**src/pidc_pkg.sv**
```systemverilog
// shared types, constants and register codes for the clamped pid controller
package pidc_pkg;

	localparam int DATA_W        = 32;
	localparam int FRAC_BITS_DEF = 16;
	localparam int CFG_IDX_W     = 3;
	localparam int MUL_DIGIT_W   = 16;

	localparam logic [DATA_W-1:0] DATA_MIN = {1'b1, {(DATA_W-1){1'b0}}};
	localparam logic [DATA_W-1:0] DATA_MAX = {1'b0, {(DATA_W-1){1'b1}}};

	localparam logic ACT_UPDATE = 1'b0;
	localparam logic ACT_CLEAR  = 1'b1;

	localparam logic STAT_OK       = 1'b0;
	localparam logic STAT_BAD_STEP = 1'b1;

	typedef enum logic [CFG_IDX_W-1:0] {
		REG_GAIN_P     = 3'd0,
		REG_GAIN_I     = 3'd1,
		REG_GAIN_D     = 3'd2,
		REG_OUT_FLOOR  = 3'd3,
		REG_OUT_CEIL   = 3'd4,
		REG_INT_FLOOR  = 3'd5,
		REG_INT_CEIL   = 3'd6
	} cfg_reg_t;

	typedef struct packed {
		logic                     action;
		logic signed [DATA_W-1:0] target;
		logic signed [DATA_W-1:0] measured;
		logic signed [DATA_W-1:0] step_time;
	} upd_t;

	typedef struct packed {
		logic signed [DATA_W-1:0] drive;
		logic signed [DATA_W-1:0] integral_now;
		logic signed [DATA_W-1:0] last_error;
		logic                     status;
	} res_t;

endpackage

```
**src/pidc_mul.sv**
```systemverilog
// shared fixed point multiplier, one 16-bit digit of the first operand per cycle
module pidc_mul #(
	parameter int FRAC_BITS = pidc_pkg::FRAC_BITS_DEF
) (
	input  logic                                                  clk,
	input  logic                                                  arst_n,
	input  logic                                                  start,
	input  logic signed [pidc_pkg::DATA_W-1:0]                    a,
	input  logic signed [pidc_pkg::DATA_W+FRAC_BITS:0]            b,
	output logic                                                  done,
	output logic signed [2*pidc_pkg::DATA_W:0]                    result
);
	import pidc_pkg::*;

	localparam int DW   = DATA_W + FRAC_BITS + 1;
	localparam int ND   = (DATA_W + MUL_DIGIT_W - 1) / MUL_DIGIT_W;
	localparam int PADW = ND * MUL_DIGIT_W;
	localparam int ACCW = PADW + DW;
	localparam int RW   = DATA_W + DW - FRAC_BITS + 1;
	localparam int CW   = (ND > 1) ? $clog2(ND) : 1;

	typedef enum logic [1:0] {
		M_IDLE,
		M_RUN,
		M_FIN
	} mstate_t;

	mstate_t                     state_q;
	logic [CW-1:0]               cnt_q;
	logic [PADW-1:0]             ma_q;
	logic [DW-1:0]               mb_q;
	logic                        neg_q;
	logic [ACCW-1:0]             acc_q;
	logic                        done_q;
	logic signed [RW-1:0]        result_q;

	logic [DATA_W-1:0]           mag_a;
	logic [DW-1:0]               mag_b;
	logic [MUL_DIGIT_W-1:0]      digit;
	logic [MUL_DIGIT_W+DW-1:0]   pp;
	logic signed [RW-1:0]        mag_ext;

	always_comb begin
		mag_a   = a[DATA_W-1] ? (~a + 1'b1) : a;
		mag_b   = b[DW-1] ? (~b + 1'b1) : b;
		digit   = ma_q[PADW-1 -: MUL_DIGIT_W];
		pp      = digit * mb_q;
		mag_ext = {1'b0, acc_q[FRAC_BITS +: RW-1]};
	end

	always_ff @(posedge clk or negedge arst_n) begin
		if (!arst_n) begin
			state_q <= M_IDLE;
			done_q  <= 1'b0;
			cnt_q   <= '0;
		end else begin
			done_q <= 1'b0;
			case (state_q)
				M_IDLE: begin
					if (start) begin
						ma_q    <= PADW'(mag_a);
						mb_q    <= mag_b;
						neg_q   <= a[DATA_W-1] ^ b[DW-1];
						acc_q   <= '0;
						cnt_q   <= CW'(ND - 1);
						state_q <= M_RUN;
					end
				end
				M_RUN: begin
					acc_q <= (acc_q << MUL_DIGIT_W) + ACCW'(pp);
					ma_q  <= ma_q << MUL_DIGIT_W;
					if (cnt_q == '0) begin
						state_q <= M_FIN;
					end else begin
						cnt_q <= cnt_q - 1'b1;
					end
				end
				M_FIN: begin
					result_q <= neg_q ? -mag_ext : mag_ext;
					done_q   <= 1'b1;
					state_q  <= M_IDLE;
				end
				default: begin
					state_q <= M_IDLE;
				end
			endcase
		end
	end

	assign done   = done_q;
	assign result = (2*DATA_W+1)'(result_q);

endmodule

```
**src/pidc_div.sv**
```systemverilog
// radix-4 restoring divider for the derivative term
module pidc_div #(
	parameter int FRAC_BITS = pidc_pkg::FRAC_BITS_DEF
) (
	input  logic                                       clk,
	input  logic                                       arst_n,
	input  logic                                       start,
	input  logic [pidc_pkg::DATA_W-1:0]                diff_mag,
	input  logic                                       neg,
	input  logic [pidc_pkg::DATA_W-1:0]                divisor,
	output logic                                       done,
	output logic signed [pidc_pkg::DATA_W+FRAC_BITS:0] quot
);
	import pidc_pkg::*;

	localparam int QW = DATA_W + FRAC_BITS;
	localparam int NS = (QW + 1) / 2;
	localparam int NW = 2 * NS;
	localparam int DW = QW + 1;
	localparam int CW = $clog2(NS);

	typedef enum logic [1:0] {
		D_IDLE,
		D_RUN,
		D_FIN
	} dstate_t;

	dstate_t              state_q;
	logic [CW-1:0]        cnt_q;
	logic [NW-1:0]        num_q;
	logic [NW-1:0]        quo_q;
	logic [DATA_W-1:0]    rem_q;
	logic [DATA_W-1:0]    d_q;
	logic                 neg_q;
	logic                 done_q;
	logic signed [DW-1:0] quot_q;

	logic [DATA_W-1:0]    r1;
	logic [DATA_W-1:0]    r1n;
	logic [DATA_W-1:0]    r2;
	logic [DATA_W-1:0]    r2n;
	logic                 ge1;
	logic                 ge2;
	logic signed [DW-1:0] q_ext;

	always_comb begin
		r1    = {rem_q[DATA_W-2:0], num_q[NW-1]};
		ge1   = (r1 >= d_q);
		r1n   = ge1 ? (r1 - d_q) : r1;
		r2    = {r1n[DATA_W-2:0], num_q[NW-2]};
		ge2   = (r2 >= d_q);
		r2n   = ge2 ? (r2 - d_q) : r2;
		q_ext = {1'b0, quo_q[QW-1:0]};
	end

	always_ff @(posedge clk or negedge arst_n) begin
		if (!arst_n) begin
			state_q <= D_IDLE;
			done_q  <= 1'b0;
			cnt_q   <= '0;
		end else begin
			done_q <= 1'b0;
			case (state_q)
				D_IDLE: begin
					if (start) begin
						num_q   <= NW'(diff_mag) << FRAC_BITS;
						quo_q   <= '0;
						rem_q   <= '0;
						d_q     <= divisor;
						neg_q   <= neg;
						cnt_q   <= CW'(NS - 1);
						state_q <= D_RUN;
					end
				end
				D_RUN: begin
					rem_q <= r2n;
					quo_q <= {quo_q[NW-3:0], ge1, ge2};
					num_q <= num_q << 2;
					if (cnt_q == '0) begin
						state_q <= D_FIN;
					end else begin
						cnt_q <= cnt_q - 1'b1;
					end
				end
				D_FIN: begin
					quot_q  <= neg_q ? -q_ext : q_ext;
					done_q  <= 1'b1;
					state_q <= D_IDLE;
				end
				default: begin
					state_q <= D_IDLE;
				end
			endcase
		end
	end

	assign done = done_q;
	assign quot = quot_q;

endmodule

```
**src/pid_controller_clamped_top.sv**
```systemverilog
// clamped pid controller top level: registers, sequencer and result register
// An update runs each of its four products through the shared multiplier as two 16-bit
// digits, and the derivative divide through the radix-4 divider. The first update after
// reset or a clear skips the divide; a clear or a non-positive step time skips all the
// arithmetic and goes straight to the output register. upd_stall is high from the
// transfer of an item until its result is loaded into the output register, and a
// result waiting on res_stall does not hold back the next item's arithmetic.
module pid_controller_clamped_top #(
	parameter int FRAC_BITS = pidc_pkg::FRAC_BITS_DEF
) (
	input  logic                                clk,
	input  logic                                arst_n,
	input  logic                                cfg_we,
	input  logic [pidc_pkg::CFG_IDX_W-1:0]      cfg_index,
	input  logic [pidc_pkg::DATA_W-1:0]         cfg_data,
	input  logic                                upd_valid,
	output logic                                upd_stall,
	input  pidc_pkg::upd_t                      upd,
	output logic                                res_valid,
	input  logic                                res_stall,
	output pidc_pkg::res_t                      res
);
	import pidc_pkg::*;

	localparam int DW = DATA_W + FRAC_BITS + 1;
	localparam int RW = 2 * DATA_W + 1;
	localparam int IW = RW + 1;
	localparam int SW = RW + 2;

	typedef enum logic [3:0] {
		S_IDLE,
		S_MUL_DT,
		S_DIV,
		S_MUL_P,
		S_MUL_I,
		S_MUL_D,
		S_CLAMP,
		S_OUT
	} state_t;

	state_t                   state_q;
	logic signed [DATA_W-1:0] gain_p_q;
	logic signed [DATA_W-1:0] gain_i_q;
	logic signed [DATA_W-1:0] gain_d_q;
	logic signed [DATA_W-1:0] out_floor_q;
	logic signed [DATA_W-1:0] out_ceil_q;
	logic signed [DATA_W-1:0] int_floor_q;
	logic signed [DATA_W-1:0] int_ceil_q;
	logic signed [DATA_W-1:0] prior_q;
	logic signed [DATA_W-1:0] integral_q;
	logic                     first_q;
	logic signed [DATA_W-1:0] e_q;
	logic signed [DATA_W-1:0] dt_q;
	logic signed [DW-1:0]     deriv_q;
	logic signed [SW-1:0]     sum_q;
	logic signed [DATA_W-1:0] drive_q;
	logic                     status_q;
	logic                     mul_start_q;
	logic signed [DATA_W-1:0] mul_a_q;
	logic signed [DW-1:0]     mul_b_q;
	logic                     div_start_q;
	logic                     res_valid_q;
	res_t                     res_q;

	logic                     mul_done;
	logic signed [RW-1:0]     mul_res;
	logic                     div_done;
	logic signed [DW-1:0]     div_quot;

	logic                     upd_xfer;
	logic                     step_bad;
	logic [DATA_W:0]          e_full;
	logic signed [DATA_W-1:0] e_sat;
	logic [DATA_W:0]          diff;
	logic                     diff_neg;
	logic [DATA_W-1:0]        diff_mag;
	logic signed [IW-1:0]     isum;
	logic signed [IW-1:0]     ilim;
	logic signed [SW-1:0]     olim;
	logic signed [SW-1:0]     sum_next;
	logic                     res_free;

	always_comb begin
		upd_xfer = upd_valid && !upd_stall;
		step_bad = upd.step_time[DATA_W-1] || (upd.step_time == '0);
		e_full   = {upd.target[DATA_W-1], upd.target} - {upd.measured[DATA_W-1], upd.measured};
		if (e_full[DATA_W] != e_full[DATA_W-1]) begin
			e_sat = e_full[DATA_W] ? DATA_MIN : DATA_MAX;
		end else begin
			e_sat = e_full[DATA_W-1:0];
		end
		diff     = {e_q[DATA_W-1], e_q} - {prior_q[DATA_W-1], prior_q};
		diff_neg = diff[DATA_W];
		diff_mag = diff_neg ? DATA_W'(-diff) : diff[DATA_W-1:0];

		isum = IW'(integral_q) + IW'(mul_res);
		ilim = isum;
		if (IW'(int_ceil_q) < ilim) begin
			ilim = IW'(int_ceil_q);
		end
		if (ilim < IW'(int_floor_q)) begin
			ilim = IW'(int_floor_q);
		end

		sum_next = sum_q + SW'(mul_res);

		olim = sum_q;
		if (SW'(out_ceil_q) < olim) begin
			olim = SW'(out_ceil_q);
		end
		if (olim < SW'(out_floor_q)) begin
			olim = SW'(out_floor_q);
		end

		res_free = !res_valid_q || !res_stall;
	end

	always_ff @(posedge clk or negedge arst_n) begin
		if (!arst_n) begin
			gain_p_q    <= '0;
			gain_i_q    <= '0;
			gain_d_q    <= '0;
			out_floor_q <= DATA_MIN;
			out_ceil_q  <= DATA_MAX;
			int_floor_q <= DATA_MIN;
			int_ceil_q  <= DATA_MAX;
		end else if (cfg_we) begin
			case (cfg_reg_t'(cfg_index))
				REG_GAIN_P:    gain_p_q    <= cfg_data;
				REG_GAIN_I:    gain_i_q    <= cfg_data;
				REG_GAIN_D:    gain_d_q    <= cfg_data;
				REG_OUT_FLOOR: out_floor_q <= cfg_data;
				REG_OUT_CEIL:  out_ceil_q  <= cfg_data;
				REG_INT_FLOOR: int_floor_q <= cfg_data;
				REG_INT_CEIL:  int_ceil_q  <= cfg_data;
				default: begin
				end
			endcase
		end
	end

	always_ff @(posedge clk or negedge arst_n) begin
		if (!arst_n) begin
			state_q     <= S_IDLE;
			prior_q     <= '0;
			integral_q  <= '0;
			first_q     <= 1'b1;
			mul_start_q <= 1'b0;
			div_start_q <= 1'b0;
			res_valid_q <= 1'b0;
		end else begin
			mul_start_q <= 1'b0;
			div_start_q <= 1'b0;
			if (res_valid_q && !res_stall) begin
				res_valid_q <= 1'b0;
			end
			case (state_q)
				S_IDLE: begin
					if (upd_xfer) begin
						if (upd.action == ACT_CLEAR) begin
							prior_q    <= '0;
							integral_q <= '0;
							first_q    <= 1'b1;
							drive_q    <= '0;
							status_q   <= STAT_OK;
							state_q    <= S_OUT;
						end else if (step_bad) begin
							drive_q  <= '0;
							status_q <= STAT_BAD_STEP;
							state_q  <= S_OUT;
						end else begin
							e_q         <= e_sat;
							dt_q        <= upd.step_time;
							mul_a_q     <= e_sat;
							mul_b_q     <= DW'(upd.step_time);
							mul_start_q <= 1'b1;
							state_q     <= S_MUL_DT;
						end
					end
				end
				S_MUL_DT: begin
					if (mul_done) begin
						integral_q <= ilim[DATA_W-1:0];
						if (first_q) begin
							deriv_q     <= '0;
							sum_q       <= '0;
							mul_a_q     <= gain_p_q;
							mul_b_q     <= DW'(e_q);
							mul_start_q <= 1'b1;
							state_q     <= S_MUL_P;
						end else begin
							div_start_q <= 1'b1;
							state_q     <= S_DIV;
						end
					end
				end
				S_DIV: begin
					if (div_done) begin
						deriv_q     <= div_quot;
						sum_q       <= '0;
						mul_a_q     <= gain_p_q;
						mul_b_q     <= DW'(e_q);
						mul_start_q <= 1'b1;
						state_q     <= S_MUL_P;
					end
				end
				S_MUL_P: begin
					if (mul_done) begin
						sum_q       <= sum_next;
						mul_a_q     <= gain_i_q;
						mul_b_q     <= DW'(integral_q);
						mul_start_q <= 1'b1;
						state_q     <= S_MUL_I;
					end
				end
				S_MUL_I: begin
					if (mul_done) begin
						sum_q       <= sum_next;
						mul_a_q     <= gain_d_q;
						mul_b_q     <= deriv_q;
						mul_start_q <= 1'b1;
						state_q     <= S_MUL_D;
					end
				end
				S_MUL_D: begin
					if (mul_done) begin
						sum_q   <= sum_next;
						state_q <= S_CLAMP;
					end
				end
				S_CLAMP: begin
					drive_q  <= olim[DATA_W-1:0];
					prior_q  <= e_q;
					first_q  <= 1'b0;
					status_q <= STAT_OK;
					state_q  <= S_OUT;
				end
				S_OUT: begin
					if (res_free) begin
						res_q.drive        <= drive_q;
						res_q.integral_now <= integral_q;
						res_q.last_error   <= prior_q;
						res_q.status       <= status_q;
						res_valid_q        <= 1'b1;
						state_q            <= S_IDLE;
					end
				end
				default: begin
					state_q <= S_IDLE;
				end
			endcase
		end
	end

	pidc_mul #(
		.FRAC_BITS (FRAC_BITS)
	) u_mul (
		.clk    (clk),
		.arst_n (arst_n),
		.start  (mul_start_q),
		.a      (mul_a_q),
		.b      (mul_b_q),
		.done   (mul_done),
		.result (mul_res)
	);

	pidc_div #(
		.FRAC_BITS (FRAC_BITS)
	) u_div (
		.clk      (clk),
		.arst_n   (arst_n),
		.start    (div_start_q),
		.diff_mag (diff_mag),
		.neg      (diff_neg),
		.divisor  (dt_q),
		.done     (div_done),
		.quot     (div_quot)
	);

	assign upd_stall = (state_q != S_IDLE);
	assign res_valid = res_valid_q;
	assign res       = res_q;

	a_mul_done_state: assert property (@(posedge clk) disable iff (!arst_n)
		mul_done |-> (state_q == S_MUL_DT || state_q == S_MUL_P ||
			state_q == S_MUL_I || state_q == S_MUL_D))
		else $error("multiplier finished outside a multiply step");

	a_div_done_state: assert property (@(posedge clk) disable iff (!arst_n)
		div_done |-> (state_q == S_DIV))
		else $error("divider finished outside the divide step");

	a_first_no_deriv: assert property (@(posedge clk) disable iff (!arst_n)
		(state_q == S_MUL_D && first_q) |-> (deriv_q == '0))
		else $error("derivative used on the first update");

	a_clear_state: assert property (@(posedge clk) disable iff (!arst_n)
		(upd_xfer && upd.action == ACT_CLEAR) |=> (integral_q == '0 && prior_q == '0 && first_q))
		else $error("clear transfer left controller state");

	a_out_load: assert property (@(posedge clk) disable iff (!arst_n)
		(state_q == S_OUT && res_free) |=> (res_valid && state_q == S_IDLE))
		else $error("result not loaded into output register");

endmodule
```
**config.mk**
```make
export PLATFORM = sky130hd
export DESIGN_NAME = pid_controller_clamped_top
export DESIGN_NICKNAME = d
export VERILOG_FILES = /design/src/pidc_pkg.sv /design/src/pidc_mul.sv /design/src/pidc_div.sv /design/src/pid_controller_clamped_top.sv
export SDC_FILE = /design/constraint.sdc
export NUM_CORES = 2
export LEC_CHECK = 0
export ABC_AREA = 1
export BUFFER_PORTS_ARGS = -buffer_cell sky130_fd_sc_hd__clkbuf_2
export CORE_MARGIN = 3
export CORE_UTILIZATION = 39
export CTS_CLUSTER_DIAMETER = 40
export CTS_CLUSTER_SIZE = 20
export DETAILED_ROUTE_END_ITERATION = 6
export GPL_TIMING_DRIVEN = 0
export PLACE_DENSITY = 0.6
export SYNTH_ARGS = -nofsm -noshare
export SYNTH_HDL_FRONTEND = slang
export SYNTH_SLANG_ARGS = --single-unit
```
**constraint.sdc**
```tcl
create_clock -name clk -period 19.29 [get_ports clk]
set_clock_uncertainty 0.1 [all_clocks]
set_input_delay 2.8935 -clock clk [delete_from_list [all_inputs] [get_ports clk]]
set_output_delay 2.8935 -clock clk [all_outputs]
set_load 0.05 [all_outputs]
```
==> results_tabular.tex <==
\begin{tabular}{lr}
\hline
Metric & Value \\
\hline
\multicolumn{2}{l}{\textbf{Outcome}} \\
Result of the run & finished clean \\
\multicolumn{2}{l}{\textbf{Clocking}} \\
Clk Tree Root Cell & sky130\_fd\_sc\_hd\_\_clkbuf\_16 \\
Quantity of gates resized following cts & 0 \\
Clock edge transition at the registers on the reported setup and hold paths & 70 ps \\
Hold Buf Count CTS & 0 \\
TritonCTS Sinks & 1119 \\
Number of buffers inserted to repair setup after CTS & 0 \\
TritonCTS clock tree & done \\
Number of buffers added by the clock tree synthesis step & 174 \\
H-tree level count & 4 \\
Largest buffer count on any clock path & 3 \\
Clock insertion delay at the later pin of the skew report & 840 ps \\
\multicolumn{2}{l}{\textbf{STA}} \\
Pin slew with the least headroom to its limit & 1408 ps \\
Crit path time final & 9861 ps \\
Final-report setup violation count & 0 \\
Fin Hold WS & 316.8 ps \\
Max-slew violation count & 0 \\
Number of hold violations in the final report & 0 \\
Share of the cycle needed by the critical path after routing & 51.12\% \\
Relative slew slack & 5.810\% \\
Unrepaired setup endpoints after global routing & false \\
Fmax & 0.1014 GHz \\
\multicolumn{2}{l}{\textbf{Critical path}} \\
Critical-path maximum fanout & 10 \\
Worst EP arrival & 10440 ps \\
Critical path's most frequent cell & sky130\_fd\_sc\_hd\_\_nand2\_1 \\
CP max stage delay & 610 ps \\
Kind of end point of the critical path & flip-flop \\
Kind of start point of the critical path & flip-flop \\
Worst Path Required & 19870 ps \\
Max stage delay cell, worst path & sky130\_fd\_sc\_hd\_\_o21bai\_1 \\
Kind of critical path & reg2reg \\
\multicolumn{2}{l}{\textbf{Layout}} \\
Share of cells above drive strength 1 & 6.446\% \\
Net count, final & 14.13k \\
Non-Filler Cell Area, Final & 110600 µm² \\
\# fillers & 24.90k \\
Area grow syn2layout & 12.77\% \\
\multicolumn{2}{l}{\textbf{Placement}} \\
HPWL after detailed placement & 286500 µm \\
Final weighted congestion in routability-driven placement & 1.004 \\
Area post-placement & 104300 µm² \\
Port Buf Inserts & 235 \\
\multicolumn{2}{l}{\textbf{Drt}} \\
Count of vias placed by the detailed router & 84.08k \\
Initial DRT Pass Iterations & 6 \\
Final routed DRC violation total & 0 \\
Average routed wire per standard cell & 21.63 µm \\
Detailed router's first-iteration violation count & 8040 \\
Antenna-violating nets left & 0 \\
Total wire length & 348000 µm \\
Vias per cell & 5.226 \\
\multicolumn{2}{l}{\textbf{Synth}} \\
Yosys top cell area share & 24.86\% \\
Leading register cell type out of synthesis & sky130\_fd\_sc\_hd\_\_edfxtp\_1 \\
Leading cell types by total area after synthesis & sky130\_fd\_sc\_hd\_\_edfxtp\_1 25\%, sky130\_fd\_sc\_hd\_\_fa\_1 15\%, sky130\_fd\_sc\_hd\_\_nand2\_1 10\% \\
Syn Std Cell Area & 98080 µm² \\
Post-synthesis async set-or-reset flop share & 27.44\% \\
Syn Inst Count & 12.14k \\
Seq/Total Area, Yosys & 32.78\% \\
Post-synth top cells & 2700 x sky130\_fd\_sc\_hd\_\_nand2\_1, 2371 x sky130\_fd\_sc\_hd\_\_inv\_1, 1011 x sky130\_fd\_sc\_hd\_\_nor2\_1 \\
Unique masters post-synth & 70 \\
Ys Warns & 0 \\
Top cell type by total area after synthesis & sky130\_fd\_sc\_hd\_\_edfxtp\_1 \\
Number of enable-type register cells in the synthesized netlist & 812 \\
Yosys reg bits & 1119 \\
Post-synthesis average cell area & 8.077 µm² \\
Most common cell in the synthesized netlist & sky130\_fd\_sc\_hd\_\_nand2\_1 \\
Number of nets in the synthesized netlist & 13.67k \\
\multicolumn{2}{l}{\textbf{Floorplanning}} \\
Count of boundary I/O pins & 236 \\
Count of standard-cell rows & 183 \\
Die span in y & 507.5 µm \\
Effective utilization at floorplan & 39.33\% \\
Horiz. Die Dim & 507.5 µm \\
Area enclosed by the die boundary & 257500 µm² \\
Core area & 249300 µm² \\
\multicolumn{2}{l}{\textbf{Global routing}} \\
Number of global-route vias before repair & 81.47k \\
Overall routing resource usage & 26.68\% \\
Initial antenna violation count & 15 \\
Wire length of the first global-routing pass & 516300 µm \\
Remaining Overflow, GRT & 0 \\
Largest net degree at the start of global routing & 108 \\
\multicolumn{2}{l}{\textbf{Job}} \\
Count of maximum capacitance violations & 0 \\
\multicolumn{2}{l}{\textbf{Min path}} \\
Worst min-delay path category & reg2reg \\
\hline
\end{tabular}
cell usage in the layout (no fill, tap or decap), drive strengths merged, types with 35 or more instances in the layout:
cell type	n
nand2	2705
inv	2447
nor2	1023
o21ai	837
edfxtp	812
a21oi	760
clkbuf	752
fa	711
ha	681
nand3	352
dfrtp	242
xor2	211
xnor2	145
nor3	126
buf	112
nand4	109
a31oi	106
o21a	85
dfstp	65
clkinv	55
nor4	49
a221oi	43
o2111ai	39
o22ai	35
layer usage:
layer / share of wire [%] / vias up / routed length, µm / GRT usage, %
met5: 0.049 / - / 172 / 0.3333
met4: 5.0 / 8 / 17440 / 11.85
met3: 8.1 / 616 / 28280 / 5.149
met2: 44 / 3230 / 153700 / 41.41
met1: 43 / 40310 / 148500 / 36.15
li1: - / 39920 / - / -
layout make-up:
cell class	instances	area [µm²]	area share (%)
multi-input cells	8243	55520	50.20
inverters	2384	8949	8.091
repair buffers	281	1933	1.748
plain buffers	396	1562	1.412
well taps	3330	4167	3.767
diodes	7	17.52	0.01584
clock inverters	143	1828	1.653
clock buffers	187	4476	4.047
flip-flops and latches	1119	32150	29.07
final timing paths:
check / cells past startpoint / slack, ps / endpoint / startpoint
worst min register to register: 0 / 320 / res[85] / drive_q[20]
min in group asynchronous: 1 / 1820 / prior_q[8] / arst_n
max in group asynchronous: 4 / 15420 / out_ceil_q[24] / arst_n
worst max register to register: 43 / 9430 / integral_q[24] / integral_q[2]
worst min-delay path: 0 / 320 / res[85] / drive_q[20]
worst max-delay path: 43 / 9430 / integral_q[24] / integral_q[2]
metrics by stage:
stage / setup TNS [ps] / utilization [%] / setup slack (ps) / cells
final: 0 / 44.36 / 9429 / 16090
after global placement: -1480350 / 41.48 / -9800 / 15710
after floorplan: 0 / - / 2435 / 12140
after global routing: 0 / 44.35 / 8990 / 16090
after detailed placement: 0 / 41.81 / 9799 / 15750
after CTS: 0 / 44.34 / 9739 / 16080
flip-flops by register name, indices dropped and copies added, names as in the netlist, 49 cells and up:
register	count
u_div.quot	49
sum_q	67
mul_b_q	49
deriv_q	49
u_mul.result_q	65
u_mul.mb_q	49
u_mul.acc_q	81
res	97
cell families after synthesis:
| kind of cell | count (synthesis) | share of synthesized area (%) |
|---|---|---|
| fa+ha+maj | 1392 | 23.20 |
| buf+inv | 2780 | 10.72 |
| compound gates | 2063 | 11.80 |
| xor+xnor | 356 | 3.202 |
| flops | 1119 | 32.78 |
| simple gates | 4432 | 18.31 |
critical path, delay by kind of cell, from the launching register on:
| family | cells | cell delay (ps) |
|---|---|---|
| xor gates and xnor gates | 1 | 450 |
| DFF | 1 | 510 |
| adders and majority gates | 3 | 1160 |
| and+or+nand+nor | 23 | 3440 |
| buffers and inverters | 7 | 1710 |
| AOI/OAI and AO/OA | 9 | 2310 |
Power is left out: the tool's default activity adds up to more than one toggle a clock period on the data nets, which glitch-free logic cannot reach.
